==> src/tmda_pkg.sv <==
// Shared constants and types for the tile map draw address block.
`default_nettype none

package tmda_pkg;

    localparam int NUM_TILESETS = 8;
    localparam int SET_W = (NUM_TILESETS > 1) ? $clog2(NUM_TILESETS) : 1;

    localparam int PITCH_W = 8;
    localparam int DIM_W   = 13;
    localparam int CNT_W   = 4;
    localparam int VIEW_W  = 8;
    localparam int ID_W    = 16;
    localparam int EIDX_W  = 3;
    localparam int COLS_W  = 10;
    localparam int DEST_W  = 16;
    localparam int SIDX_W  = 3;
    localparam int DIV_CNT_W = $clog2(ID_W);

    localparam int CFG_IDX_W  = 2;
    localparam int CFG_DATA_W = 13;

    localparam logic [CFG_IDX_W-1:0] CFG_TILE_PITCH    = 2'd0;
    localparam logic [CFG_IDX_W-1:0] CFG_MAP_WIDTH     = 2'd1;
    localparam logic [CFG_IDX_W-1:0] CFG_MAP_HEIGHT    = 2'd2;
    localparam logic [CFG_IDX_W-1:0] CFG_TILESET_COUNT = 2'd3;

    localparam logic FUNC_LOAD = 1'b0;
    localparam logic FUNC_CELL = 1'b1;

    localparam int QDEPTH = 2;
    localparam int QPTR_W = (QDEPTH > 1) ? $clog2(QDEPTH) : 1;
    localparam int QCNT_W = $clog2(QDEPTH + 1);

    typedef struct packed {
        logic [DEST_W-1:0] dest_x;
        logic [DEST_W-1:0] dest_y;
        logic [ID_W-1:0]   diff;
        logic [COLS_W-1:0] ncol;
        logic [SIDX_W-1:0] set_index;
        logic              bad_id;
        logic              zero_res;
    } t_job;

    typedef struct packed {
        logic full;
        logic empty;
    } t_q_status;

endpackage

`default_nettype wire

==> src/tmda_if.sv <==
// Handshake interfaces for the input and result channels.
`default_nettype none

interface tmda_in_if;
    logic                          valid;
    logic                          ready;
    logic                          func;
    logic [tmda_pkg::VIEW_W-1:0]   view_row;
    logic [tmda_pkg::VIEW_W-1:0]   view_col;
    logic [tmda_pkg::ID_W-1:0]     tile_id;
    logic [tmda_pkg::EIDX_W-1:0]   entry_index;
    logic [tmda_pkg::ID_W-1:0]     first_id;
    logic [tmda_pkg::COLS_W-1:0]   set_columns;

    modport source (output valid, func, view_row, view_col, tile_id, entry_index,
                    first_id, set_columns, input ready);
    modport sink (input valid, func, view_row, view_col, tile_id, entry_index,
                  first_id, set_columns, output ready);
    modport mon (input valid, ready, func, view_row, view_col, tile_id, entry_index,
                 first_id, set_columns);
endinterface

interface tmda_out_if;
    logic                          valid;
    logic                          ready;
    logic [tmda_pkg::DEST_W-1:0]   dest_x;
    logic [tmda_pkg::DEST_W-1:0]   dest_y;
    logic [tmda_pkg::COLS_W-1:0]   src_column;
    logic [tmda_pkg::ID_W-1:0]     src_row;
    logic [tmda_pkg::SIDX_W-1:0]   set_index;
    logic                          bad_id;

    modport source (output valid, dest_x, dest_y, src_column, src_row, set_index,
                    bad_id, input ready);
    modport sink (input valid, dest_x, dest_y, src_column, src_row, set_index,
                  bad_id, output ready);
    modport mon (input valid, ready, dest_x, dest_y, src_column, src_row, set_index,
                 bad_id);
endinterface

`default_nettype wire

==> src/tmda_queue.sv <==
// Short job queue between the classify front end and the divide back end.
`default_nettype none

module tmda_queue (
    input  logic                i_clk,
    input  logic                i_rst_n,
    input  logic                i_push,
    input  tmda_pkg::t_job      i_job,
    input  logic                i_pop,
    output tmda_pkg::t_q_status o_status,
    output tmda_pkg::t_job      o_job
);

    tmda_pkg::t_job                 r_mem [tmda_pkg::QDEPTH];
    logic [tmda_pkg::QPTR_W-1:0]    r_wp;
    logic [tmda_pkg::QPTR_W-1:0]    r_rp;
    logic [tmda_pkg::QCNT_W-1:0]    r_count;
    logic                           push_ok;
    logic                           pop_ok;

    assign o_status.full  = (r_count == tmda_pkg::QCNT_W'(tmda_pkg::QDEPTH));
    assign o_status.empty = (r_count == '0);
    assign push_ok = i_push && !o_status.full;
    assign pop_ok  = i_pop && !o_status.empty;
    assign o_job   = r_mem[r_rp];

    always_ff @(posedge i_clk) begin
        if (push_ok) begin
            r_mem[r_wp] <= i_job;
        end
    end

    always_ff @(posedge i_clk) begin
        if (!i_rst_n) begin
            r_wp    <= '0;
            r_rp    <= '0;
            r_count <= '0;
        end else begin
            if (push_ok) begin
                r_wp <= (32'(r_wp) == tmda_pkg::QDEPTH - 1) ? '0 : r_wp + 1'b1;
            end
            if (pop_ok) begin
                r_rp <= (32'(r_rp) == tmda_pkg::QDEPTH - 1) ? '0 : r_rp + 1'b1;
            end
            if (push_ok && !pop_ok) begin
                r_count <= r_count + 1'b1;
            end else if (pop_ok && !push_ok) begin
                r_count <= r_count - 1'b1;
            end
        end
    end

endmodule

`default_nettype wire

==> src/tmda_front.sv <==
// Front end: takes words, stores tileset entries, filters cells, picks a tileset.
`default_nettype none

module tmda_front (
    input  logic                            i_clk,
    input  logic                            i_rst_n,
    tmda_in_if.sink                         i_in,
    input  logic [tmda_pkg::PITCH_W-1:0]    i_tile_pitch,
    input  logic [tmda_pkg::DIM_W-1:0]      i_map_width,
    input  logic [tmda_pkg::DIM_W-1:0]      i_map_height,
    input  logic [tmda_pkg::CNT_W-1:0]      i_tileset_count,
    input  tmda_pkg::t_q_status             i_q_status,
    output logic                            o_push,
    output tmda_pkg::t_job                  o_job
);

    localparam logic [1:0] F_IDLE = 2'd0;
    localparam logic [1:0] F_SEL  = 2'd1;
    localparam logic [1:0] F_READ = 2'd2;

    logic [1:0]                     r_state;
    logic [1:0]                     n_state;
    logic [tmda_pkg::VIEW_W-1:0]    r_row;
    logic [tmda_pkg::VIEW_W-1:0]    r_col;
    logic [tmda_pkg::ID_W-1:0]      r_id;
    logic [tmda_pkg::SET_W-1:0]     r_sel;
    logic [tmda_pkg::SET_W-1:0]     n_sel;

    logic [tmda_pkg::ID_W-1:0]      r_first [tmda_pkg::NUM_TILESETS];
    logic [tmda_pkg::COLS_W-1:0]    r_cols  [tmda_pkg::NUM_TILESETS];

    logic                           accept;
    logic                           cell_hit;
    logic [tmda_pkg::SET_W-1:0]     last_idx;
    logic [tmda_pkg::ID_W-1:0]      base;
    logic [tmda_pkg::COLS_W-1:0]    ncol;

    assign i_in.ready = (r_state == F_IDLE);
    assign accept     = i_in.valid && i_in.ready;
    assign cell_hit   = (tmda_pkg::DIM_W'(i_in.view_row) < i_map_height)
                     && (tmda_pkg::DIM_W'(i_in.view_col) < i_map_width)
                     && (i_in.tile_id != '0);

    // Count of zero acts as one, large counts saturate.
    always_comb begin
        if (i_tileset_count == '0) begin
            last_idx = '0;
        end else if (32'(i_tileset_count) > tmda_pkg::NUM_TILESETS) begin
            last_idx = tmda_pkg::SET_W'(tmda_pkg::NUM_TILESETS - 1);
        end else begin
            last_idx = tmda_pkg::SET_W'(i_tileset_count - tmda_pkg::CNT_W'(1));
        end
    end

    // Lowest matching range wins; the last entry in use catches the rest.
    always_comb begin
        n_sel = last_idx;
        for (int i = tmda_pkg::NUM_TILESETS - 2; i >= 0; i--) begin
            if ((i < 32'(last_idx)) && (r_id >= r_first[tmda_pkg::SET_W'(i)])
                && (r_id < r_first[tmda_pkg::SET_W'(i + 1)])) begin
                n_sel = tmda_pkg::SET_W'(i);
            end
        end
    end

    assign base = r_first[r_sel];
    assign ncol = r_cols[r_sel];

    always_comb begin
        o_job.dest_x    = tmda_pkg::DEST_W'(r_col) * tmda_pkg::DEST_W'(i_tile_pitch);
        o_job.dest_y    = tmda_pkg::DEST_W'(r_row) * tmda_pkg::DEST_W'(i_tile_pitch);
        o_job.diff      = r_id - base;
        o_job.ncol      = ncol;
        o_job.set_index = tmda_pkg::SIDX_W'(r_sel);
        o_job.bad_id    = (r_id < base);
        o_job.zero_res  = (r_id < base) || (ncol == '0);
    end

    assign o_push = (r_state == F_READ) && !i_q_status.full;

    always_comb begin
        n_state = r_state;
        unique case (r_state)
            F_IDLE: begin
                if (accept && (i_in.func == tmda_pkg::FUNC_CELL) && cell_hit) begin
                    n_state = F_SEL;
                end
            end
            F_SEL: begin
                n_state = F_READ;
            end
            F_READ: begin
                if (!i_q_status.full) begin
                    n_state = F_IDLE;
                end
            end
            default: begin
                n_state = F_IDLE;
            end
        endcase
    end

    always_ff @(posedge i_clk) begin
        if (!i_rst_n) begin
            r_state <= F_IDLE;
        end else begin
            r_state <= n_state;
        end
    end

    always_ff @(posedge i_clk) begin
        if (accept) begin
            r_row <= i_in.view_row;
            r_col <= i_in.view_col;
            r_id  <= i_in.tile_id;
        end
        if (r_state == F_SEL) begin
            r_sel <= n_sel;
        end
    end

    // Tileset table: loads with an index past the table are dropped.
    always_ff @(posedge i_clk) begin
        if (accept && (i_in.func == tmda_pkg::FUNC_LOAD)
            && (32'(i_in.entry_index) < tmda_pkg::NUM_TILESETS)) begin
            r_first[tmda_pkg::SET_W'(i_in.entry_index)] <= i_in.first_id;
            r_cols[tmda_pkg::SET_W'(i_in.entry_index)]  <= i_in.set_columns;
        end
    end

endmodule

`default_nettype wire

==> src/tmda_back.sv <==
// Back end: radix-2 restoring divider for source row/column and the result register.
`default_nettype none

module tmda_back (
    input  logic                i_clk,
    input  logic                i_rst_n,
    input  tmda_pkg::t_q_status i_q_status,
    input  tmda_pkg::t_job      i_job,
    output logic                o_pop,
    tmda_out_if.source          o_out
);

    localparam logic [1:0] B_IDLE = 2'd0;
    localparam logic [1:0] B_DIV  = 2'd1;
    localparam logic [1:0] B_DONE = 2'd2;

    logic [1:0]                         r_state;
    logic [1:0]                         n_state;
    logic [tmda_pkg::DEST_W-1:0]        r_dest_x;
    logic [tmda_pkg::DEST_W-1:0]        r_dest_y;
    logic [tmda_pkg::SIDX_W-1:0]        r_set;
    logic                               r_bad;
    logic [tmda_pkg::COLS_W-1:0]        r_ncol;
    logic [tmda_pkg::ID_W-1:0]          r_q;
    logic [tmda_pkg::COLS_W-1:0]        r_rem;
    logic [tmda_pkg::DIV_CNT_W-1:0]     r_cnt;

    logic [tmda_pkg::COLS_W:0]          rem_sh;
    logic [tmda_pkg::COLS_W:0]          rem_sub;
    logic                               ge;

    assign o_pop   = (r_state == B_IDLE) && !i_q_status.empty;
    // Shift next dividend bit into the partial remainder; quotient bits fill r_q from below.
    assign rem_sh  = {r_rem, r_q[tmda_pkg::ID_W-1]};
    assign ge      = (rem_sh >= {1'b0, r_ncol});
    assign rem_sub = rem_sh - {1'b0, r_ncol};

    assign o_out.valid      = (r_state == B_DONE);
    assign o_out.dest_x     = r_dest_x;
    assign o_out.dest_y     = r_dest_y;
    assign o_out.src_column = r_rem;
    assign o_out.src_row    = r_q;
    assign o_out.set_index  = r_set;
    assign o_out.bad_id     = r_bad;

    always_comb begin
        n_state = r_state;
        unique case (r_state)
            B_IDLE: begin
                if (o_pop) begin
                    n_state = i_job.zero_res ? B_DONE : B_DIV;
                end
            end
            B_DIV: begin
                if (r_cnt == '0) begin
                    n_state = B_DONE;
                end
            end
            B_DONE: begin
                if (o_out.ready) begin
                    n_state = B_IDLE;
                end
            end
            default: begin
                n_state = B_IDLE;
            end
        endcase
    end

    always_ff @(posedge i_clk) begin
        if (!i_rst_n) begin
            r_state <= B_IDLE;
        end else begin
            r_state <= n_state;
        end
    end

    always_ff @(posedge i_clk) begin
        if (o_pop) begin
            r_dest_x <= i_job.dest_x;
            r_dest_y <= i_job.dest_y;
            r_set    <= i_job.set_index;
            r_bad    <= i_job.bad_id;
            r_ncol   <= i_job.ncol;
            r_q      <= i_job.zero_res ? '0 : i_job.diff;
            r_rem    <= '0;
            r_cnt    <= tmda_pkg::DIV_CNT_W'(tmda_pkg::ID_W - 1);
        end else if (r_state == B_DIV) begin
            r_q   <= {r_q[tmda_pkg::ID_W-2:0], ge};
            r_rem <= ge ? rem_sub[tmda_pkg::COLS_W-1:0] : rem_sh[tmda_pkg::COLS_W-1:0];
            r_cnt <= r_cnt - 1'b1;
        end
    end

endmodule

`default_nettype wire

==> src/tile_map_draw_address.sv <==
// Top level of the tile map draw address block.
// Load words (func 0) write one tileset entry.
// Cell words (func 1) are checked against the map bounds and dropped when out of
// bounds or empty; otherwise the front end captures the word, selects the
// tileset range, reads the entry and multiplies by the pitch, and hands a job to
// a two-entry queue. The back end pops a job, runs a one-bit-per-cycle restoring
// divider and holds the result until taken. Cells with a bad id or zero column
// count skip the divider. The front end keeps taking words while the back end is
// busy, until the queue fills. Config writes take effect on the next cycle.
`default_nettype none

module tile_map_draw_address (
    input  logic                                i_clk,
    input  logic                                i_rst_n,
    tmda_in_if.sink                             i_in,
    tmda_out_if.source                          o_out,
    input  logic                                i_cfg_we,
    input  logic [tmda_pkg::CFG_IDX_W-1:0]      i_cfg_idx,
    input  logic [tmda_pkg::CFG_DATA_W-1:0]     i_cfg_data
);

    logic [tmda_pkg::PITCH_W-1:0]   r_tile_pitch;
    logic [tmda_pkg::DIM_W-1:0]     r_map_width;
    logic [tmda_pkg::DIM_W-1:0]     r_map_height;
    logic [tmda_pkg::CNT_W-1:0]     r_tileset_count;

    logic                           push;
    logic                           pop;
    tmda_pkg::t_job                 push_job;
    tmda_pkg::t_job                 pop_job;
    tmda_pkg::t_q_status            q_status;

    always_ff @(posedge i_clk) begin
        if (!i_rst_n) begin
            r_tile_pitch    <= tmda_pkg::PITCH_W'(32);
            r_map_width     <= tmda_pkg::DIM_W'(64);
            r_map_height    <= tmda_pkg::DIM_W'(64);
            r_tileset_count <= tmda_pkg::CNT_W'(1);
        end else if (i_cfg_we) begin
            unique case (i_cfg_idx)
                tmda_pkg::CFG_TILE_PITCH:    r_tile_pitch    <= i_cfg_data[tmda_pkg::PITCH_W-1:0];
                tmda_pkg::CFG_MAP_WIDTH:     r_map_width     <= i_cfg_data[tmda_pkg::DIM_W-1:0];
                tmda_pkg::CFG_MAP_HEIGHT:    r_map_height    <= i_cfg_data[tmda_pkg::DIM_W-1:0];
                tmda_pkg::CFG_TILESET_COUNT: r_tileset_count <= i_cfg_data[tmda_pkg::CNT_W-1:0];
            endcase
        end
    end

    tmda_front u_front (
        .i_clk           (i_clk),
        .i_rst_n         (i_rst_n),
        .i_in            (i_in),
        .i_tile_pitch    (r_tile_pitch),
        .i_map_width     (r_map_width),
        .i_map_height    (r_map_height),
        .i_tileset_count (r_tileset_count),
        .i_q_status      (q_status),
        .o_push          (push),
        .o_job           (push_job)
    );

    tmda_queue u_queue (
        .i_clk    (i_clk),
        .i_rst_n  (i_rst_n),
        .i_push   (push),
        .i_job    (push_job),
        .i_pop    (pop),
        .o_status (q_status),
        .o_job    (pop_job)
    );

    tmda_back u_back (
        .i_clk      (i_clk),
        .i_rst_n    (i_rst_n),
        .i_q_status (q_status),
        .i_job      (pop_job),
        .o_pop      (pop),
        .o_out      (o_out)
    );

endmodule

`default_nettype wire

==> src/flat_wrapper.sv <==
// flat-port wrapper written by rule: the top's interface ports become plain ports
module tile_map_draw_address_flat 
  (i_clk, i_rst_n, i_cfg_we, i_cfg_idx, i_cfg_data, i_in_valid, i_in_func, i_in_view_row, i_in_view_col, i_in_tile_id, i_in_entry_index, i_in_first_id, i_in_set_columns, i_in_ready, o_out_valid, o_out_dest_x, o_out_dest_y, o_out_src_column, o_out_src_row, o_out_set_index, o_out_bad_id, o_out_ready);
  tmda_in_if i_in_i ();
  tmda_out_if o_out_i ();
  input  logic i_clk;
  input  logic i_rst_n;
  input  logic i_cfg_we;
  input  logic [tmda_pkg::CFG_IDX_W-1:0] i_cfg_idx;
  input  logic [tmda_pkg::CFG_DATA_W-1:0] i_cfg_data;
  input wire logic [$bits(i_in_i.valid)-1:0] i_in_valid;
  input wire logic [$bits(i_in_i.func)-1:0] i_in_func;
  input wire logic [$bits(i_in_i.view_row)-1:0] i_in_view_row;
  input wire logic [$bits(i_in_i.view_col)-1:0] i_in_view_col;
  input wire logic [$bits(i_in_i.tile_id)-1:0] i_in_tile_id;
  input wire logic [$bits(i_in_i.entry_index)-1:0] i_in_entry_index;
  input wire logic [$bits(i_in_i.first_id)-1:0] i_in_first_id;
  input wire logic [$bits(i_in_i.set_columns)-1:0] i_in_set_columns;
  output wire logic [$bits(i_in_i.ready)-1:0] i_in_ready;
  output wire logic [$bits(o_out_i.valid)-1:0] o_out_valid;
  output wire logic [$bits(o_out_i.dest_x)-1:0] o_out_dest_x;
  output wire logic [$bits(o_out_i.dest_y)-1:0] o_out_dest_y;
  output wire logic [$bits(o_out_i.src_column)-1:0] o_out_src_column;
  output wire logic [$bits(o_out_i.src_row)-1:0] o_out_src_row;
  output wire logic [$bits(o_out_i.set_index)-1:0] o_out_set_index;
  output wire logic [$bits(o_out_i.bad_id)-1:0] o_out_bad_id;
  input wire logic [$bits(o_out_i.ready)-1:0] o_out_ready;
  assign i_in_i.valid = i_in_valid;
  assign i_in_i.func = i_in_func;
  assign i_in_i.view_row = i_in_view_row;
  assign i_in_i.view_col = i_in_view_col;
  assign i_in_i.tile_id = i_in_tile_id;
  assign i_in_i.entry_index = i_in_entry_index;
  assign i_in_i.first_id = i_in_first_id;
  assign i_in_i.set_columns = i_in_set_columns;
  assign i_in_ready = i_in_i.ready;
  assign o_out_valid = o_out_i.valid;
  assign o_out_dest_x = o_out_i.dest_x;
  assign o_out_dest_y = o_out_i.dest_y;
  assign o_out_src_column = o_out_i.src_column;
  assign o_out_src_row = o_out_i.src_row;
  assign o_out_set_index = o_out_i.set_index;
  assign o_out_bad_id = o_out_i.bad_id;
  assign o_out_i.ready = o_out_ready;
  tile_map_draw_address u_core (.i_clk(i_clk), .i_rst_n(i_rst_n), .i_in(i_in_i), .o_out(o_out_i), .i_cfg_we(i_cfg_we), .i_cfg_idx(i_cfg_idx), .i_cfg_data(i_cfg_data));
endmodule
==> config.mk <==
export PLATFORM = sky130hd
export DESIGN_NAME = tile_map_draw_address_flat
export DESIGN_NICKNAME = d
export VERILOG_FILES = /design/src/tmda_pkg.sv /design/src/tmda_if.sv /design/src/tmda_queue.sv /design/src/tmda_front.sv /design/src/tmda_back.sv /design/src/tile_map_draw_address.sv /design/src/flat_wrapper.sv
export SDC_FILE = /design/constraint.sdc
export NUM_CORES = 1
export LEC_CHECK = 0
export BUFFER_PORTS_ARGS = -buffer_cell sky130_fd_sc_hd__buf_2
export CAP_MARGIN = 0
export CORE_UTILIZATION = 48
export DETAILED_ROUTE_END_ITERATION = 6
export PLACE_DENSITY = 0.65
export SYNTH_ARGS = -nofsm -noshare
export SYNTH_HDL_FRONTEND = slang
export SYNTH_HIERARCHICAL = 1
export SYNTH_SLANG_ARGS = --single-unit
==> constraint.sdc <==
create_clock -name i_clk -period 5.5 [get_ports i_clk]
set_input_delay 1.1 -clock i_clk [delete_from_list [all_inputs] [get_ports i_clk]]
set_output_delay 1.1 -clock i_clk [all_outputs]
set_load 0.005 [all_outputs]
Word-level counts from Yosys, hierarchy flattened
Memories as Yosys holds them, arrays and structs flattened. A register that Yosys moved wholly into a read port is not among the register bits.
Cells that the tools add are included.
{ "classes": {"n_bitwise": 1, "n_addsub": 8, "n_eq_ne": 13, "muxes": 30, "reduce_logical": 49, "multipliers": 2, "n_lt_le_gt_ge": 26} }
{ "ops": {"columns": ["cell", "n"], "rows": [
  ["16-bit less-than comparator", 8],
  ["16-bit >= comparator", 7],
  ["16-bit 2-to-1 mux", 3],
  ["8-bit by 8-bit multiplier with 16-bit output", 2],
  ["1-bit logical AND", 26],
  ["8-bit by 13-bit less-than comparator with 1-bit output", 2],
  ["2-bit 2-to-1 mux", 10],
  ["16-bit nonzero test", 1],
  ["16-bit subtractor", 1],
  ["3-bit 2-to-1 mux", 5],
  ["2-bit one-hot mux with 3 select lines", 2],
  ["11-bit by 10-bit >= comparator with 1-bit output", 1],
  ["2-bit == test (second input constant)", 5],
  ["10-bit zero test", 1],
  ["10-bit 2-to-1 mux", 1],
  ["2-bit AND reduction", 5],
  ["10-bit subtractor", 1],
  ["3-bit less-than comparator (first input constant)", 3],
  ["1-bit 2-to-1 mux", 9],
  ["2-bit zero test", 4],
  ["4-bit zero test", 2],
  ["2-bit by 1-bit == test with 1-bit output (second input constant)", 3],
  ["1-bit by 3-bit less-than comparator with 1-bit output (first input constant)", 2],
  ["2-bit by 3-bit less-than comparator with 1-bit output (first input constant)", 2],
  ["other kinds (15)", 23]
]} }
{ "totals": {"output_inout_bits": 64, "regBits": 157, "mem_bits_rw": 334, "word_cells": 155, "inputBits": 82, "mem_count": 3} }
{ "mem_list": {"columns": ["memory", "words", "width", "read_ports", "rd_ports_with_merged_regs", "wr", "line_no", "rtl"], "rows": [
  ["u_core.u_front.r_first", 8, 16, 9, 0, 1, "tmda_front.sv:29", "logic [tmda_pkg::ID_W-1:0] r_first [tmda_pkg::NUM_TILESETS];"],
  ["u_core.u_queue.r_mem", 2, 63, 1, 1, 1, "tmda_queue.sv:14", "tmda_pkg::t_job r_mem [tmda_pkg::QDEPTH];"],
  ["u_core.u_front.r_cols", 8, 10, 1, 0, 1, "tmda_front.sv:30", "logic [tmda_pkg::COLS_W-1:0] r_cols [tmda_pkg::NUM_TILESETS];"]
]} }

Logic depth before layout (Yosys ltp)
Gate-level depths: netlist (run 1).
{ "depth": {"word_depth": 12, "ltp_mapped": 18, "depth_no_buf": 17} }

By module
Netlist (run 1), hierarchy kept.
{ "modules_own_cells": {"columns": ["mod", "cells_per_inst", "area_per_inst_um2", "n_inst"], "rows": [
  ["tmda_front", 1470, 17725.8, 1],
  ["tmda_queue", 221, 4777.1, 1],
  ["tmda_back", 268, 3344.5, 1],
  ["tile_map_draw_address", 143, 1435.1, 1]
]} }

Worst setup path after synthesis (run 1)
No wires, ideal clock.
{ "synth_path": {"kind": "in2reg", "start": "input port i_in_valid", "end": "memory u_core/u_front/r_cols[0][0] in the netlist's numbering (enable)", "cell_stages": 3, "slack_ps": 748, "setup_time_ps": 442, "arrival_time_ps": 4310, "required_ps": 5058, "path_cell_list": "and2_1 > or3b_2 > nor3_1"} }
{ "synth_via": {"elab_chain_cells": 4} }
{ "synth_lines": {"columns": ["item", "line_no", "rtl"], "rows": [
  ["start: declaration", "flat_wrapper.sv:11", "input wire logic [$bits(i_in_i.valid)-1:0] i_in_valid;"],
  ["1-bit logical AND", "tmda_front.sv:39", "assign accept = i_in.valid && i_in.ready;"],
  ["1-bit logical AND", "tmda_front.sv:124", "if (accept && (i_in.func == tmda_pkg::FUNC_LOAD)"],
  ["1-bit 2-to-1 mux", "tmda_front.sv:124", null],
  ["1-bit 2-to-1 mux (not written as such)", "tmda_front.sv:127", "r_cols[tmda_pkg::SET_W'(i_in.entry_index)] <= i_in.set_columns;"],
  ["end: declaration", "tmda_front.sv:30", null]
]} }
Every way passes these cells.

==> impl_table.tex, run 1 <==
\begin{tabular}{lr}
\hline
Metric & Value \\
\hline
\multicolumn{2}{l}{\textbf{Setup path}} \\
Arrival time of data at the critical path endpoint & around 5.2 ns \\
Crit Path Max Fanout & 17 \\
Data required time of the worst path & roughly 5.9 ns \\
Delay of the slowest cell on the worst path & 0.68 ns \\
Type of element launching the critical path & flop \\
Crit path kind & flop to flop \\
Worst-path cell with the longest stage delay & sky130\_fd\_sc\_hd\_\_dfxtp\_1 \\
Sequence of cells on the critical path & nand2\_1 -> fa\_1 -> fa\_1 -> inv\_1 -> fa\_1 -> inv\_1 -> fa\_1 -> inv\_1 -> ha\_1 -> nor3\_1 -> nor2\_1 -> a31oi\_1 -> o21bai\_1 -> and2\_1 -> o41ai\_2 -> xnor2\_1 \\
Setup crit end kind & flop \\
Most common cell on crit path & sky130\_fd\_sc\_hd\_\_fa\_1 \\
\multicolumn{2}{l}{\textbf{Floorplanning}} \\
Starting density of the core & between 40\% and 50\% \\
Core outline area & about 56000 µm² \\
Die Height & 240 µm \\
I/O pin cnt & roughly 150 \\
Floorplan row count & 87 \\
Die X-Extent & $\sim$240 µm \\
Area of the die & approximately 58000 µm² \\
\multicolumn{2}{l}{\textbf{Clocking}} \\
Num Clock Sinks & between 400 and 500 \\
H-Tree Depth & 2 \\
Clock tree root driver cell & sky130\_fd\_sc\_hd\_\_clkbuf\_16 \\
Reg clk slew, reported paths & 0.06 ns \\
CTS resizes & 0 \\
Clock network latency to the later pin of the worst-skew pair & 0.60 ns \\
Clock tree from TritonCTS & yes \\
Post-CTS Setup Repair Bufs & 0 \\
Hold buffer count at CTS & 0 \\
Maximum root-to-sink buffer count & 3 \\
Number of clock buffers inserted by TritonCTS & 53 \\
\multicolumn{2}{l}{\textbf{Place}} \\
GPL Wtd Cong & between 0.8 and 0.9 \\
Area of placed instances & about 29000 µm² \\
Total half-perimeter wirelength after legalization and detailed placement & $\sim$45000 µm \\
Number of I/O port buffers & around 150 \\
\multicolumn{2}{l}{\textbf{Pwr}} \\
Ratio of total power to cell area & between 200 and 300 nW/µm² \\
Standby leakage power & 12.8 nW \\
Peak supply drop & roughly 0.26 mV \\
\multicolumn{2}{l}{\textbf{Cells and area}} \\
Register area & $\sim$14000 µm² \\
Final net count & 2679 \\
Layout Cell Area excl Fill & roughly 30000 µm² \\
Area added between synthesis and finish & 12.2\% \\
Fill count & between 4k and 5k \\
Share of final-layout standard cells stronger than drive strength 1 & between 10\% and 20\% \\
Footprint of the multi-input gates & $\sim$12000 µm² \\
\multicolumn{2}{l}{\textbf{Global route}} \\
Gr usage total & 21.8\% \\
Initial antenna violation count & 3 \\
Vias in the first global route & $\sim$17k \\
Sum of overflow across all layers after global routing & 0 \\
Largest net degree at the start of global routing & 64 \\
First-pass GRT wire length & 95400 µm \\
\multicolumn{2}{l}{\textbf{Synthesis}} \\
Primary flip-flop cell chosen by synthesis mapping & sky130\_fd\_sc\_hd\_\_edfxtp\_1 \\
Number of enable flip-flop cells after synthesis & about 430 \\
Count of yosys warnings during synthesis & 6 \\
Top post-synthesis cells by count & 431 x sky130\_fd\_sc\_hd\_\_edfxtp\_1, 283 x sky130\_fd\_sc\_hd\_\_inv\_1, 242 x sky130\_fd\_sc\_hd\_\_ha\_1, 145 x sky130\_fd\_sc\_hd\_\_nand2\_1, 115 x sky130\_fd\_sc\_hd\_\_and2\_1 \\
Post-Syn Area & between 20000 and 30000 µm² \\
Distinct cell type count of the synthesized netlist & a little over 80 \\
Synth Area in Compound Gates & between 6 and 7\% \\
Fraction of synthesis flops using an asynchronous set or reset pin & 0\% \\
Library cell occupying the most area in the post-synthesis netlist & sky130\_fd\_sc\_hd\_\_edfxtp\_1 \\
Share of the synthesized netlist area taken by xor and xnor gates & under 10\% \\
Fraction of synthesized area in multiplexers & 9.45\% \\
Cell with the most instances after synthesis & sky130\_fd\_sc\_hd\_\_edfxtp\_1 \\
Main combinational cell family by area after synthesis & adder cells \\
Fraction of the mapped netlist area in adder cells & between 15 and 20\% \\
Synth Net Count & 2500 \\
Simple-gate area share of the yosys netlist & around a tenth \\
Sequential-to-total area share from yosys stat & roughly 52\% \\
Post-synthesis register bit count & roughly 490 \\
Top area cells in the synthesized netlist & sky130\_fd\_sc\_hd\_\_edfxtp\_1 47\%, sky130\_fd\_sc\_hd\_\_ha\_1 11\%, sky130\_fd\_sc\_hd\_\_fa\_1 5.4\% \\
Post-Synthesis Cells & roughly 2.1k \\
Mean post-synth cell area & $\sim$13 µm² \\
Share of the synthesized area in the top cell type & roughly 47\% \\
\multicolumn{2}{l}{\textbf{STA}} \\
Period Utilization, post-route & approximately nine tenths \\
Setup total negative slack & 0 ns \\
Final worst clock skew & 0.0272 ns \\
Transition at the pin with the smallest max-transition slack & between 1 and 1.5 ns \\
Headroom to the max-slew limit & 31.1\% \\
Unrepaired setup endpoints after global routing & no \\
Highest Clock Rate & just over 200 MHz \\
Time the worst path needs with I/O delays and setup & roughly 4.9 ns \\
Final count of hold timing violations & 0 \\
Max-slew violations & 0 \\
Setup-violating endpoint count in the final report & 0 \\
\multicolumn{2}{l}{\textbf{Route}} \\
Post-detailed-route count of antenna-violating nets & 0 \\
Total wire length & 62100 µm \\
Number of design rule violations left after detail routing & 2 \\
Via density per instance & $\sim$5.4 \\
DR pass1 iterations & 6 \\
Number of vias in the routed layout & approximately 17k \\
Post-detailed-route wirelength per cell & 20.2 µm \\
Iter 0 DRT Violations & 1025 \\
\multicolumn{2}{l}{\textbf{Min path}} \\
Hold crit path type & flop to flop \\
\multicolumn{2}{l}{\textbf{Flow run}} \\
Total of max-cap violations & 0 \\
\multicolumn{2}{l}{\textbf{Outcome}} \\
Result of the run & finished, violations left \\
Violations in the final reports & design-rule violations \\
\hline
\end{tabular}
[path summary, 6_finish.rpt]
check	start	to	slack (ns)	cells past startpoint
setup reg to reg	u_core/r_tile_pitch[4]	u_core/u_queue/r_mem[1][45]	0.63	16
setup / recovery	u_core/r_tile_pitch[4]	u_core/u_queue/r_mem[1][45]	0.63	16
hold / removal	u_core/r_map_width[1]	u_core/r_map_width[1]	0.46	2
hold reg to reg	u_core/r_map_width[1]	u_core/r_map_width[1]	0.46	2
[routing by layer]
| metal | vias up | GRT usage [%] | routed length (µm) |
|---|---|---|---|
| met1 | 8295 | 27.4 | 26300 |
| li1 | 7920 | - | - |
| met3 | 108 | 3.77 | 3010 |
| met5 | - | 0 | 23 |
| met4 | 4 | 7.12 | 1870 |
| met2 | 391 | 38.0 | 31000 |
[layout make-up]
type | count | share of cell area [%]
Antenna cell | 1 | 0.00817
Timing Repair Buffer | 173 | 3.10
Tap cell | 756 | 3.09
Clock buffer | 71 | 4.62
Sequential cell | 492 | 46.3
Inverter | 285 | 3.49
Multi-Input combinational cell | 1276 | 38.6
Clock inverter | 27 | 0.866
[sequential cells by signal (all words and copies together) (netlist names), 2 cells and up, named ones only]
signal                          count
u_core/u_front/r_id                16
u_core/u_back/o_out.dest_x         16
u_core/u_back/r_cnt                 4
u_core/r_tile_pitch                 8
u_core/u_back/r_ncol               10
u_core/u_back/o_out.set_index       3
u_core/r_tileset_count              4
u_core/u_queue/r_count              2
u_core/u_front/r_col                8
u_core/u_queue/r_mem              126
u_core/u_front/r_sel                3
u_core/u_back/r_state               2
u_core/r_map_height                13
u_core/u_front/r_cols              80
u_core/u_back/o_out.dest_y         16
u_core/u_front/r_first            128
u_core/u_back/o_out.src_row        16
u_core/r_map_width                 13
u_core/u_back/o_out.src_column     10
u_core/u_front/r_row                8
u_core/u_front/r_state              2
[worst max-delay path, delay by kind of cell, from the launching register on]
kind | cells | cell delay [ns]
buffers and inverters | 3 | 0.16
adders and majority gates | 5 | 2.41
xor gates and xnor gates | 1 | 0.12
DFF | 1 | 0.68
AOI/OAI and AO/OA | 3 | 0.63
and+or+nand+nor | 4 | 0.61
[placed cells by master (no fill, tap or decap), types with 27 or more instances in the layout]
| master | synthesis | layout |
|---|---|---|
| sky130_fd_sc_hd__nand2_1 | 145 | 145 |
| sky130_fd_sc_hd__fa_1 | 74 | 74 |
| sky130_fd_sc_hd__inv_1 | 283 | 283 |
| sky130_fd_sc_hd__a21oi_1 | 59 | 59 |
| sky130_fd_sc_hd__mux2_2 | 73 | 73 |
| sky130_fd_sc_hd__mux4_2 | 44 | 44 |
| sky130_fd_sc_hd__ha_1 | 242 | 242 |
| sky130_fd_sc_hd__nor2_1 | 71 | 65 |
| sky130_fd_sc_hd__dfxtp_1 | 61 | 60 |
| sky130_fd_sc_hd__xnor2_1 | 36 | 36 |
| sky130_fd_sc_hd__and2_1 | 115 | 114 |
| sky130_fd_sc_hd__buf_4 | 6 | 27 |
| sky130_fd_sc_hd__o21ai_0 | 41 | 41 |
| sky130_fd_sc_hd__buf_2 | 16 | 145 |
| sky130_fd_sc_hd__clkbuf_16 | 0 | 54 |
| sky130_fd_sc_hd__edfxtp_1 | 431 | 431 |
| sky130_fd_sc_hd__mux2i_1 | 54 | 54 |
[metrics by stage]
| stage | hold slack, ns | worst slack, ns | utilization [%] | power [W] | instances |
|---|---|---|---|---|---|
| 3_5_place_dp | 0.450 | 0.610 | 51.4 | 0.00531 | 2982 |
| 5_1_grt | 0.481 | 0.281 | 54.4 | 0.00905 | 3081 |
| 3_3_place_gp | 0.443 | 0.642 | 51.4 | 0.00528 | 2982 |
| 4_1_cts | 0.459 | 0.594 | 54.4 | 0.00876 | 3080 |
| 6_report | 0.458 | 0.631 | 54.4 | 0.00868 | 3081 |
| 2_1_floorplan | 0.433 | 0.748 | - | 0.00500 | 2102 |
[cells by family after synthesis]
| group | after synthesis |
|---|---|
| DFF | 492 |
| adders and majority gates | 317 |
| and+or+nand+nor | 487 |
| AOI/OAI and AO/OA | 244 |
| muxes | 180 |
| xor gates and xnor gates | 48 |
| buffers and inverters | 334 |
[report_power, final]
part / total [W] / switching, W / internal (W) / leakage (nW)
clock: 0.00344 / 0.00144 / 0.00200 / 0.804
combinational: 0.000943 / 0.000550 / 0.000394 / 7.53
sequential: 0.00429 / 0.000101 / 0.00419 / 4.45
Power figures use the tool's default switching activity.
==> run 2: changes to the inputs <==
ABC_CLOCK_PERIOD_IN_PS = 5500   (was unset)
BUFFER_PORTS_ARGS = -buffer_cell sky130_fd_sc_hd__buf_4   (was -buffer_cell sky130_fd_sc_hd__buf_2)
CTS_BUF_LIST = sky130_fd_sc_hd__clkbuf_4 sky130_fd_sc_hd__clkbuf_8   (was unset)
==> run 2 against run 1 <==
Fmax is 1.9% lower; clock power is 5.8% lower; core utilization is 0.55 points higher; clock skew is 0.031 ns higher; via count is 1.1% higher; largest power group unchanged; register-to-register slack worse by 0.09 ns; global-route usage is 0.71 points higher; routed wire length is 1.9% higher; the run now ends clean; non-clock buffer count is 1 lower; sequential share of layout area is 0.46 points lower; design area is 1.0% higher.
==> impl_table.tex, run 2 (synthesis results as in run 1) <==
\begin{tabular}{lr}
\hline
Metric & Value \\
\hline
\multicolumn{2}{l}{\textbf{Route}} \\
Number of vias in the routed layout & 16.9k (+1.1\%) \\
DR pass1 iterations & 5 (-1) \\
Iter 0 DRT Violations & 1093 (+6.6\%) \\
Number of design rule violations left after detail routing & 0 (-2) \\
Total wire length & 63300 µm (+1.9\%) \\
Via density per instance & 5.40 (-0.41\%) \\
Post-detailed-route count of antenna-violating nets & 0 (unchanged) \\
Post-detailed-route wirelength per cell & 20.2 µm (+0.35\%) \\
\multicolumn{2}{l}{\textbf{Cells and area}} \\
Most common cell after layout, fill and taps aside & sky130\_fd\_sc\_hd\_\_edfxtp\_1 \\
Share of final-layout standard cells stronger than drive strength 1 & 19.4\% (+2.4 points) \\
Area added between synthesis and finish & 13.4\% \\
Register name with the most flops & u\_core/u\_front/r\_first \\
Final net count & 2708 (+1.1\%) \\
Antenna cells & 0 (-1) \\
Flip-flop count of the largest register after layout & 128 (unchanged) \\
Commonest cells after routing, fill and taps aside & 431 x sky130\_fd\_sc\_hd\_\_edfxtp\_1, 283 x sky130\_fd\_sc\_hd\_\_inv\_1, 242 x sky130\_fd\_sc\_hd\_\_ha\_1, 172 x sky130\_fd\_sc\_hd\_\_buf\_4, 145 x sky130\_fd\_sc\_hd\_\_nand2\_1 \\
Registers with the most flip-flops & u\_core/u\_front/r\_first: 128 flops, u\_core/u\_queue/r\_mem: 126 flops, u\_core/u\_front/r\_cols: 80 flops \\
Fill count & 4691 (-0.59\%) \\
Post-route core utilization & 55.0\% (+0.55 points) \\
\multicolumn{2}{l}{\textbf{Setup path}} \\
Worst-path cell with the longest stage delay & sky130\_fd\_sc\_hd\_\_dfxtp\_1 \\
Arrival time of data at the critical path endpoint & 5.38 ns (+0.17 ns) \\
Worst setup path end & u\_core/u\_queue/r\_mem[1][45] \\
Crit path kind & flop to flop \\
Worst reg-to-reg path cell count & 16 (unchanged) \\
Reg2Reg Setup Slack & 0.54 ns (-0.09 ns) \\
Data required time of the worst path & 5.92 ns (+0.07 ns) \\
Startpoint of the most critical register-to-register path & u\_core/r\_tile\_pitch[4] \\
Launching element of the worst setup path & u\_core/r\_tile\_pitch[4] \\
Most common cell on crit path & sky130\_fd\_sc\_hd\_\_fa\_1 \\
Setup crit end kind & flop \\
Delay of the slowest cell on the worst path & 0.71 ns (+0.03 ns) \\
Sequence of cells on the critical path & nand2\_1 -> fa\_1 -> fa\_1 -> inv\_1 -> fa\_1 -> inv\_1 -> fa\_1 -> inv\_1 -> ha\_1 -> nor3\_1 -> o21ai\_0 -> a31oi\_1 -> o21bai\_1 -> and2\_1 -> o41ai\_2 -> xnor2\_1 \\
Type of element launching the critical path & flop \\
Crit Path Max Fanout & 17 (unchanged) \\
Destination of the worst register-to-register timing path & u\_core/u\_queue/r\_mem[1][45] \\
\multicolumn{2}{l}{\textbf{Floorplanning}} \\
Starting density of the core & 48.5\% (unchanged) \\
Die X-Extent & 240 µm (unchanged) \\
I/O pin cnt & 146 (unchanged) \\
Core outline area & 56300 µm² (unchanged) \\
Area of the die & 57800 µm² (unchanged) \\
Die Height & 240 µm (unchanged) \\
Floorplan row count & 87 (unchanged) \\
\multicolumn{2}{l}{\textbf{Pwr}} \\
Part of the power in registers & 50.5\% (+1.0 points) \\
Comb pwr share & 11.5\% (+0.6 points) \\
Ratio of total power to cell area & 275 nW/µm² (-2.8\%) \\
Internal power summed over all cells & 0.00635 W (-3.6\%) \\
Standby leakage power & 13.0 nW (+1.4\%) \\
P\_sw & 0.00217 W (+3.5\%) \\
Fraction of power spent switching nets & 25.4\% (+1.3 points) \\
Share of power burned in the clock network & 38.0\% (-1.6 points) \\
Peak supply drop & 0.176 mV (-33\%) \\
\multicolumn{2}{l}{\textbf{STA}} \\
Unrepaired setup endpoints after global routing & no \\
Final worst clock skew & 0.0578 ns (+0.0306 ns) \\
Transition at the pin with the smallest max-transition slack & 0.977 ns (-0.0298 ns) \\
Period Utilization, post-route & 90.2\% (+1.7 points) \\
Setup-violating endpoint count in the final report & 0 (unchanged) \\
Final count of hold timing violations & 0 (unchanged) \\
Final worst-path setup slack & 0.538 ns (-0.0929 ns) \\
Setup total negative slack & 0 ns (unchanged) \\
Headroom to the max-slew limit & 34.7\% (+3.5 points) \\
Post-route worst hold slack & 0.461 ns (+0.00295 ns) \\
Max-slew violations & 0 (unchanged) \\
Time the worst path needs with I/O delays and setup & 4.96 ns (+0.0929 ns) \\
Highest Clock Rate & 202 MHz (-1.9\%) \\
\multicolumn{2}{l}{\textbf{Clocking}} \\
H-Tree Depth & 3 (+1) \\
CTS resizes & 0 (unchanged) \\
Num Clock Sinks & 492 (unchanged) \\
Hold buffer count at CTS & 0 (unchanged) \\
Clock tree root driver cell & sky130\_fd\_sc\_hd\_\_clkbuf\_8 \\
Reg clk slew, reported paths & 0.06 ns (about the same) \\
Maximum root-to-sink buffer count & 3 (unchanged) \\
Clock tree from TritonCTS & yes \\
Number of clock buffers inserted by TritonCTS & 83 (+57\%) \\
Post-CTS Setup Repair Bufs & 0 (unchanged) \\
Clock network latency to the later pin of the worst-skew pair & 0.70 ns (+0.10 ns) \\
\multicolumn{2}{l}{\textbf{Min path}} \\
Number of stages on the worst hold path & 2 (unchanged) \\
Hold crit path type & flop to flop \\
\multicolumn{2}{l}{\textbf{Global route}} \\
Sum of overflow across all layers after global routing & 0 (unchanged) \\
Vias in the first global route & 17.6k (+1.3\%) \\
Largest net degree at the start of global routing & 64 (unchanged) \\
First-pass GRT wire length & 97700 µm (+2.3\%) \\
Gr usage total & 22.5\% (+0.71 points) \\
Initial antenna violation count & 0 (-3) \\
\multicolumn{2}{l}{\textbf{Place}} \\
GPL Wtd Cong & 0.851 (-3.6\%) \\
Pre-CTS setup slack & 0.595 ns (-0.0143 ns) \\
Total half-perimeter wirelength after legalization and detailed placement & 45100 µm (about the same) \\
Number of I/O port buffers & 145 (unchanged) \\
\multicolumn{2}{l}{\textbf{Flow run}} \\
Total of max-cap violations & 0 (unchanged) \\
\multicolumn{2}{l}{\textbf{Outcome}} \\
Result of the run & completed \\
\hline
\end{tabular}
run 2: per-stage QoR:
step,power (W),instances,instance area [µm²]
after floorplan,0.00500,2102,27300
after global placement,0.00532,2981,29300
after detailed placement,0.00535,2981,29300
after CTS,0.00863,3129,30900
after global routing,0.00891,3129,30900
final,0.00852,3129,30900
run 2: worst min path at each step:
| stage | end | start | slack, ns |
|---|---|---|---|
| 2_1_floorplan | u_core/r_map_height[10] | u_core/r_map_height[10] | 0.43 |
| 3_3_place_gp | u_core/r_map_width[11] | u_core/r_map_width[11] | 0.44 |
| 3_5_place_dp | u_core/r_map_width[11] | u_core/r_map_width[11] | 0.46 |
| 4_1_cts | u_core/r_map_width[11] | u_core/r_map_width[11] | 0.46 |
| 5_1_grt | u_core/r_map_width[7] | u_core/r_map_width[7] | 0.48 |
| 6_report | u_core/r_map_width[2] | u_core/r_map_width[2] | 0.46 |
run 2: final cells by class:
cell class              instances  area, µm²  share of cell area (%)
inverters                     285       1070                    3.46
repair buffers                172       1290                    4.17
multi-input cells            1276      11800                    38.2
clock inverters                32        226                   0.732
well taps                     756        946                    3.06
flip-flops and latches        492      14200                    45.8
clock buffers                 116       1420                    4.60
run 2: power by group through the flow:
stage	Clock [W]	Sequential, W	Combinational, W
4_1_cts	0.00334	0.00430	0.000986
3_3_place_gp	0	0.00437	0.000949
3_5_place_dp	0	0.00438	0.000978
5_1_grt	0.00350	0.00431	0.00111
6_report	0.00324	0.00430	0.000977
2_1_floorplan	0	0.00433	0.000667
run 2: per-layer routing:
metal | GRT usage, % | share of wire [%]
met1 | 27.9 | 42
met2 | 39.1 | 50
met3 | 4.03 | 5.4
met4 | 8.47 | 2.8
met5 | 0 | 0
run 2: worst max-delay path: cells and delay by family (launching register included):
family                     cells  cell delay, ns
and+or+nand+nor                3            0.61
xor gates and xnor gates       1            0.12
AOI/OAI and AO/OA              4            0.77
DFF                            1            0.71
buffers and inverters          3            0.15
adders and majority gates      5            2.33
==> run 3: changes to the inputs <==
ABC_AREA = 1   (was unset)
PLACE_DENSITY = unset   (was 0.65)
==> run 3 against run 2 <==
Critical endpoint is now u_core/u_queue/r_mem[0][45]; clock skew decreased by 0.028 ns; clock-buffer cell count increased by 13; core utilization decreased by 0.093 points; critical path type unchanged; non-clock buffer count increased by 1; register-to-register slack improved by 0.05 ns; highest routed layer is now met5; synthesized area increased by 3.1%; synthesized cell count increased by 33%; via count increased by 15%; largest power group unchanged.
==> impl_table.tex, run 3 <==
\begin{tabular}{lr}
\hline
Metric & Value \\
\hline
\multicolumn{2}{l}{\textbf{Floorplanning}} \\
I/O pin cnt & 146 (unchanged) \\
Die Height & 244 µm (+1.5\%) \\
Starting density of the core & 48.7\% (+0.20 points) \\
Core outline area & 57800 µm² (+2.7\%) \\
Die X-Extent & 244 µm (+1.5\%) \\
Floorplan row count & 88 (+1.1\%) \\
Area of the die & 59600 µm² (+3.1\%) \\
\multicolumn{2}{l}{\textbf{Clocking}} \\
Reg clk slew, reported paths & 0.06 ns (about the same) \\
CTS resizes & 0 (unchanged) \\
Clock tree root driver cell & sky130\_fd\_sc\_hd\_\_clkbuf\_8 \\
H-Tree Depth & 3 (unchanged) \\
Number of clock buffers inserted by TritonCTS & 84 (+1.2\%) \\
Hold buffer count at CTS & 0 (unchanged) \\
Clock tree from TritonCTS & yes \\
Post-CTS Setup Repair Bufs & 0 (unchanged) \\
Clock network latency to the later pin of the worst-skew pair & 0.68 ns (-0.02 ns) \\
Num Clock Sinks & 492 (unchanged) \\
Maximum root-to-sink buffer count & 3 (unchanged) \\
\multicolumn{2}{l}{\textbf{Synthesis}} \\
Sequential-to-total area share from yosys stat & 50.3\% (-1.6 points) \\
Share of the synthesized area in the top cell type & 46.0\% (-1.4 points) \\
Cell with the most instances after synthesis & sky130\_fd\_sc\_hd\_\_nand2\_1 \\
Synth Net Count & 3184 (+27\%) \\
Top post-synthesis cells by count & 511 x sky130\_fd\_sc\_hd\_\_nand2\_1, 497 x sky130\_fd\_sc\_hd\_\_inv\_1, 431 x sky130\_fd\_sc\_hd\_\_edfxtp\_1, 242 x sky130\_fd\_sc\_hd\_\_ha\_1, 199 x sky130\_fd\_sc\_hd\_\_nor2\_1 \\
Distinct cell type count of the synthesized netlist & 51 (-39\%) \\
Post-synthesis register bit count & 492 (unchanged) \\
Count of yosys warnings during synthesis & 6 (unchanged) \\
Mean post-synth cell area & 10.1 µm² (-22\%) \\
Primary flip-flop cell chosen by synthesis mapping & sky130\_fd\_sc\_hd\_\_edfxtp\_1 \\
Post-Synthesis Cells & 2786 (+33\%) \\
Post-Syn Area & 28100 µm² (+3.1\%) \\
Library cell occupying the most area in the post-synthesis netlist & sky130\_fd\_sc\_hd\_\_edfxtp\_1 \\
Top area cells in the synthesized netlist & sky130\_fd\_sc\_hd\_\_edfxtp\_1 46\%, sky130\_fd\_sc\_hd\_\_ha\_1 11\%, sky130\_fd\_sc\_hd\_\_nand2\_1 6.8\% \\
Fraction of synthesis flops using an asynchronous set or reset pin & 0\% (unchanged) \\
Number of enable flip-flop cells after synthesis & 431 (unchanged) \\
\multicolumn{2}{l}{\textbf{STA}} \\
Final count of hold timing violations & 0 (unchanged) \\
Period Utilization, post-route & 89.3\% (-0.92 points) \\
Final worst clock skew & 0.0294 ns (-0.0284 ns) \\
Time the worst path needs with I/O delays and setup & 4.91 ns (-0.0504 ns) \\
Setup total negative slack & 0 ns (unchanged) \\
Unrepaired setup endpoints after global routing & no \\
Transition at the pin with the smallest max-transition slack & 1.17 ns (+0.193 ns) \\
Setup-violating endpoint count in the final report & 0 (unchanged) \\
Max-slew violations & 0 (unchanged) \\
Highest Clock Rate & 204 MHz (+1.0\%) \\
Headroom to the max-slew limit & 21.6\% (-13 points) \\
\multicolumn{2}{l}{\textbf{Outcome}} \\
Result of the run & completed \\
\multicolumn{2}{l}{\textbf{Setup path}} \\
Delay of the slowest cell on the worst path & 0.73 ns (+0.02 ns) \\
Data required time of the worst path & 5.93 ns (about the same) \\
Crit path kind & flop to flop \\
Sequence of cells on the critical path & nand2\_1 -> fa\_1 -> fa\_1 -> inv\_1 -> fa\_1 -> inv\_1 -> fa\_1 -> inv\_1 -> ha\_1 -> a21oi\_1 -> o21ai\_1 -> a21oi\_1 -> o21ai\_1 -> a21oi\_1 -> nor2\_1 -> nor2\_1 -> xnor2\_1 \\
Setup crit end kind & flop \\
Most common cell on crit path & sky130\_fd\_sc\_hd\_\_fa\_1 \\
Arrival time of data at the critical path endpoint & 5.34 ns (-0.04 ns) \\
Worst-path cell with the longest stage delay & sky130\_fd\_sc\_hd\_\_dfxtp\_1 \\
Crit Path Max Fanout & 17 (unchanged) \\
Type of element launching the critical path & flop \\
Reg2Reg Setup Slack & 0.59 ns (+0.05 ns) \\
\multicolumn{2}{l}{\textbf{Global route}} \\
Vias in the first global route & 19.0k (+8.1\%) \\
First-pass GRT wire length & 105000 µm (+7.7\%) \\
Gr usage total & 22.9\% (+0.41 points) \\
Largest net degree at the start of global routing & 71 (+11\%) \\
Sum of overflow across all layers after global routing & 0 (unchanged) \\
Initial antenna violation count & 4 (+4) \\
\multicolumn{2}{l}{\textbf{Route}} \\
Number of design rule violations left after detail routing & 0 (unchanged) \\
Number of vias in the routed layout & 19.4k (+15\%) \\
DR pass1 iterations & 7 (+2) \\
Post-detailed-route wirelength per cell & 17.9 µm (-12\%) \\
Total wire length & 67600 µm (+6.8\%) \\
Via density per instance & 5.12 (-5.3\%) \\
Iter 0 DRT Violations & 1366 (+25\%) \\
Post-detailed-route count of antenna-violating nets & 0 (unchanged) \\
\multicolumn{2}{l}{\textbf{Cells and area}} \\
Final net count & 3347 (+24\%) \\
Area added between synthesis and finish & 12.7\% \\
Layout Cell Area excl Fill & 31700 µm² (+2.5\%) \\
Share of final-layout standard cells stronger than drive strength 1 & 14.2\% (-5.2 points) \\
Register name with the most flops & u\_core/u\_front/r\_first \\
Registers with the most flip-flops & u\_core/u\_front/r\_first: 128 flops, u\_core/u\_queue/r\_mem: 126 flops, u\_core/u\_front/r\_cols: 80 flops \\
Most common cell after layout, fill and taps aside & sky130\_fd\_sc\_hd\_\_nand2\_1 \\
Commonest cells after routing, fill and taps aside & 511 x sky130\_fd\_sc\_hd\_\_nand2\_1, 497 x sky130\_fd\_sc\_hd\_\_inv\_1, 431 x sky130\_fd\_sc\_hd\_\_edfxtp\_1, 242 x sky130\_fd\_sc\_hd\_\_ha\_1, 193 x sky130\_fd\_sc\_hd\_\_nor2\_1 \\
Fill count & 5122 (+9.2\%) \\
Flip-flop count of the largest register after layout & 128 (unchanged) \\
\multicolumn{2}{l}{\textbf{Place}} \\
Area of placed instances & 29900 µm² (+2.1\%) \\
Total half-perimeter wirelength after legalization and detailed placement & 48400 µm (+7.5\%) \\
Number of I/O port buffers & 145 (unchanged) \\
GPL Wtd Cong & 0.907 (+6.6\%) \\
\multicolumn{2}{l}{\textbf{Pwr}} \\
Standby leakage power & 14.8 nW (+14\%) \\
Peak supply drop & 0.231 mV (+31\%) \\
Ratio of total power to cell area & 296 nW/µm² (+7.6\%) \\
\multicolumn{2}{l}{\textbf{Min path}} \\
Hold crit path type & flop to flop \\
\multicolumn{2}{l}{\textbf{Flow run}} \\
Total of max-cap violations & 0 (unchanged) \\
\hline
\end{tabular}
## run 3: cell count changes in the layout (fill, tap and decap cells not counted), moves of 54 or more
cell,delta
sky130_fd_sc_hd__nand2_1,+366
sky130_fd_sc_hd__mux2_4,+59
sky130_fd_sc_hd__mux2_2,-70
sky130_fd_sc_hd__nor2_1,+128
sky130_fd_sc_hd__mux2i_1,-54
sky130_fd_sc_hd__inv_1,+214
sky130_fd_sc_hd__nand3_1,+102
sky130_fd_sc_hd__a21oi_1,+116
sky130_fd_sc_hd__and2_1,-114
## run 3: final timing paths
path | startpoint | to | cells past startpoint
hold / removal | u_core/r_map_width[6] | u_core/r_map_width[6] | 2
hold reg to reg | u_core/r_map_width[6] | u_core/r_map_width[6] | 2
setup reg to reg | u_core/r_tile_pitch[2] | u_core/u_queue/r_mem[0][45] | 17
setup / recovery | u_core/r_tile_pitch[2] | u_core/u_queue/r_mem[0][45] | 17
## run 3: metal layers
metal	global-route usage, %	vias to the layer above	part of all wire, %
met5	0	-	0.040
met4	7.98	4	3.0
met3	4.49	120	6.0
met2	36.6	497	46
met1	31.2	9191	45
li1	-	9553	-
## run 3: per-stage QoR
stage                     std cells  setup WS, ns  total power (W)  utilization, %  hold WS, ns
after floorplan                2786         0.896          0.00546               -        0.427
after global placement         3628         0.869          0.00592            51.7        0.443
after detailed placement       3628         0.704          0.00596            51.7        0.468
after CTS                      3783         0.700          0.00950            54.9        0.485
after global routing           3785         0.299          0.00987            54.9        0.502
final                          3785         0.589          0.00940            54.9        0.481
## run 3: power breakdown
part | internal [W] | switching (W) | total (W) | leakage (nW)
clock | 0.00200 | 0.00150 | 0.00351 | 0.961
sequential | 0.00426 | 0.000134 | 0.00439 | 4.42
combinational | 0.000576 | 0.000923 | 0.00150 | 9.42
total | 0.00684 | 0.00256 | 0.00940 | 14.8
## run 3: area by class of cell
class,instances,area (µm²),share of cell area (%)
Antenna cell,2,5.00,0.0158
Timing Repair Buffer,173,1300,4.10
Tap cell,765,957,3.02
Clock inverter,26,249,0.785
Inverter,506,1900,5.99
Clock buffer,129,1560,4.91
Multi-Input combinational cell,1692,11600,36.5
Sequential cell,492,14200,44.7
## run 3: critical path: cells and delay by family, from the launching register on
kind / cells / cell delay, ns
adders and majority gates: 5 / 2.45
AOI/OAI and AO/OA: 5 / 0.91
DFF: 1 / 0.73
and+or+nand+nor: 3 / 0.32
buffers and inverters: 3 / 0.15
xor gates and xnor gates: 1 / 0.09
## run 3: kinds of logic after synthesis
kind of cell,count (synthesis),share of synthesized area [%]
DFF,492,50.3
AOI/OAI and AO/OA,384,7.37
adders and majority gates,316,16.0
xor gates and xnor gates,39,1.21
muxes,63,3.32
buffers and inverters,602,8.68
and+or+nand+nor,890,13.1
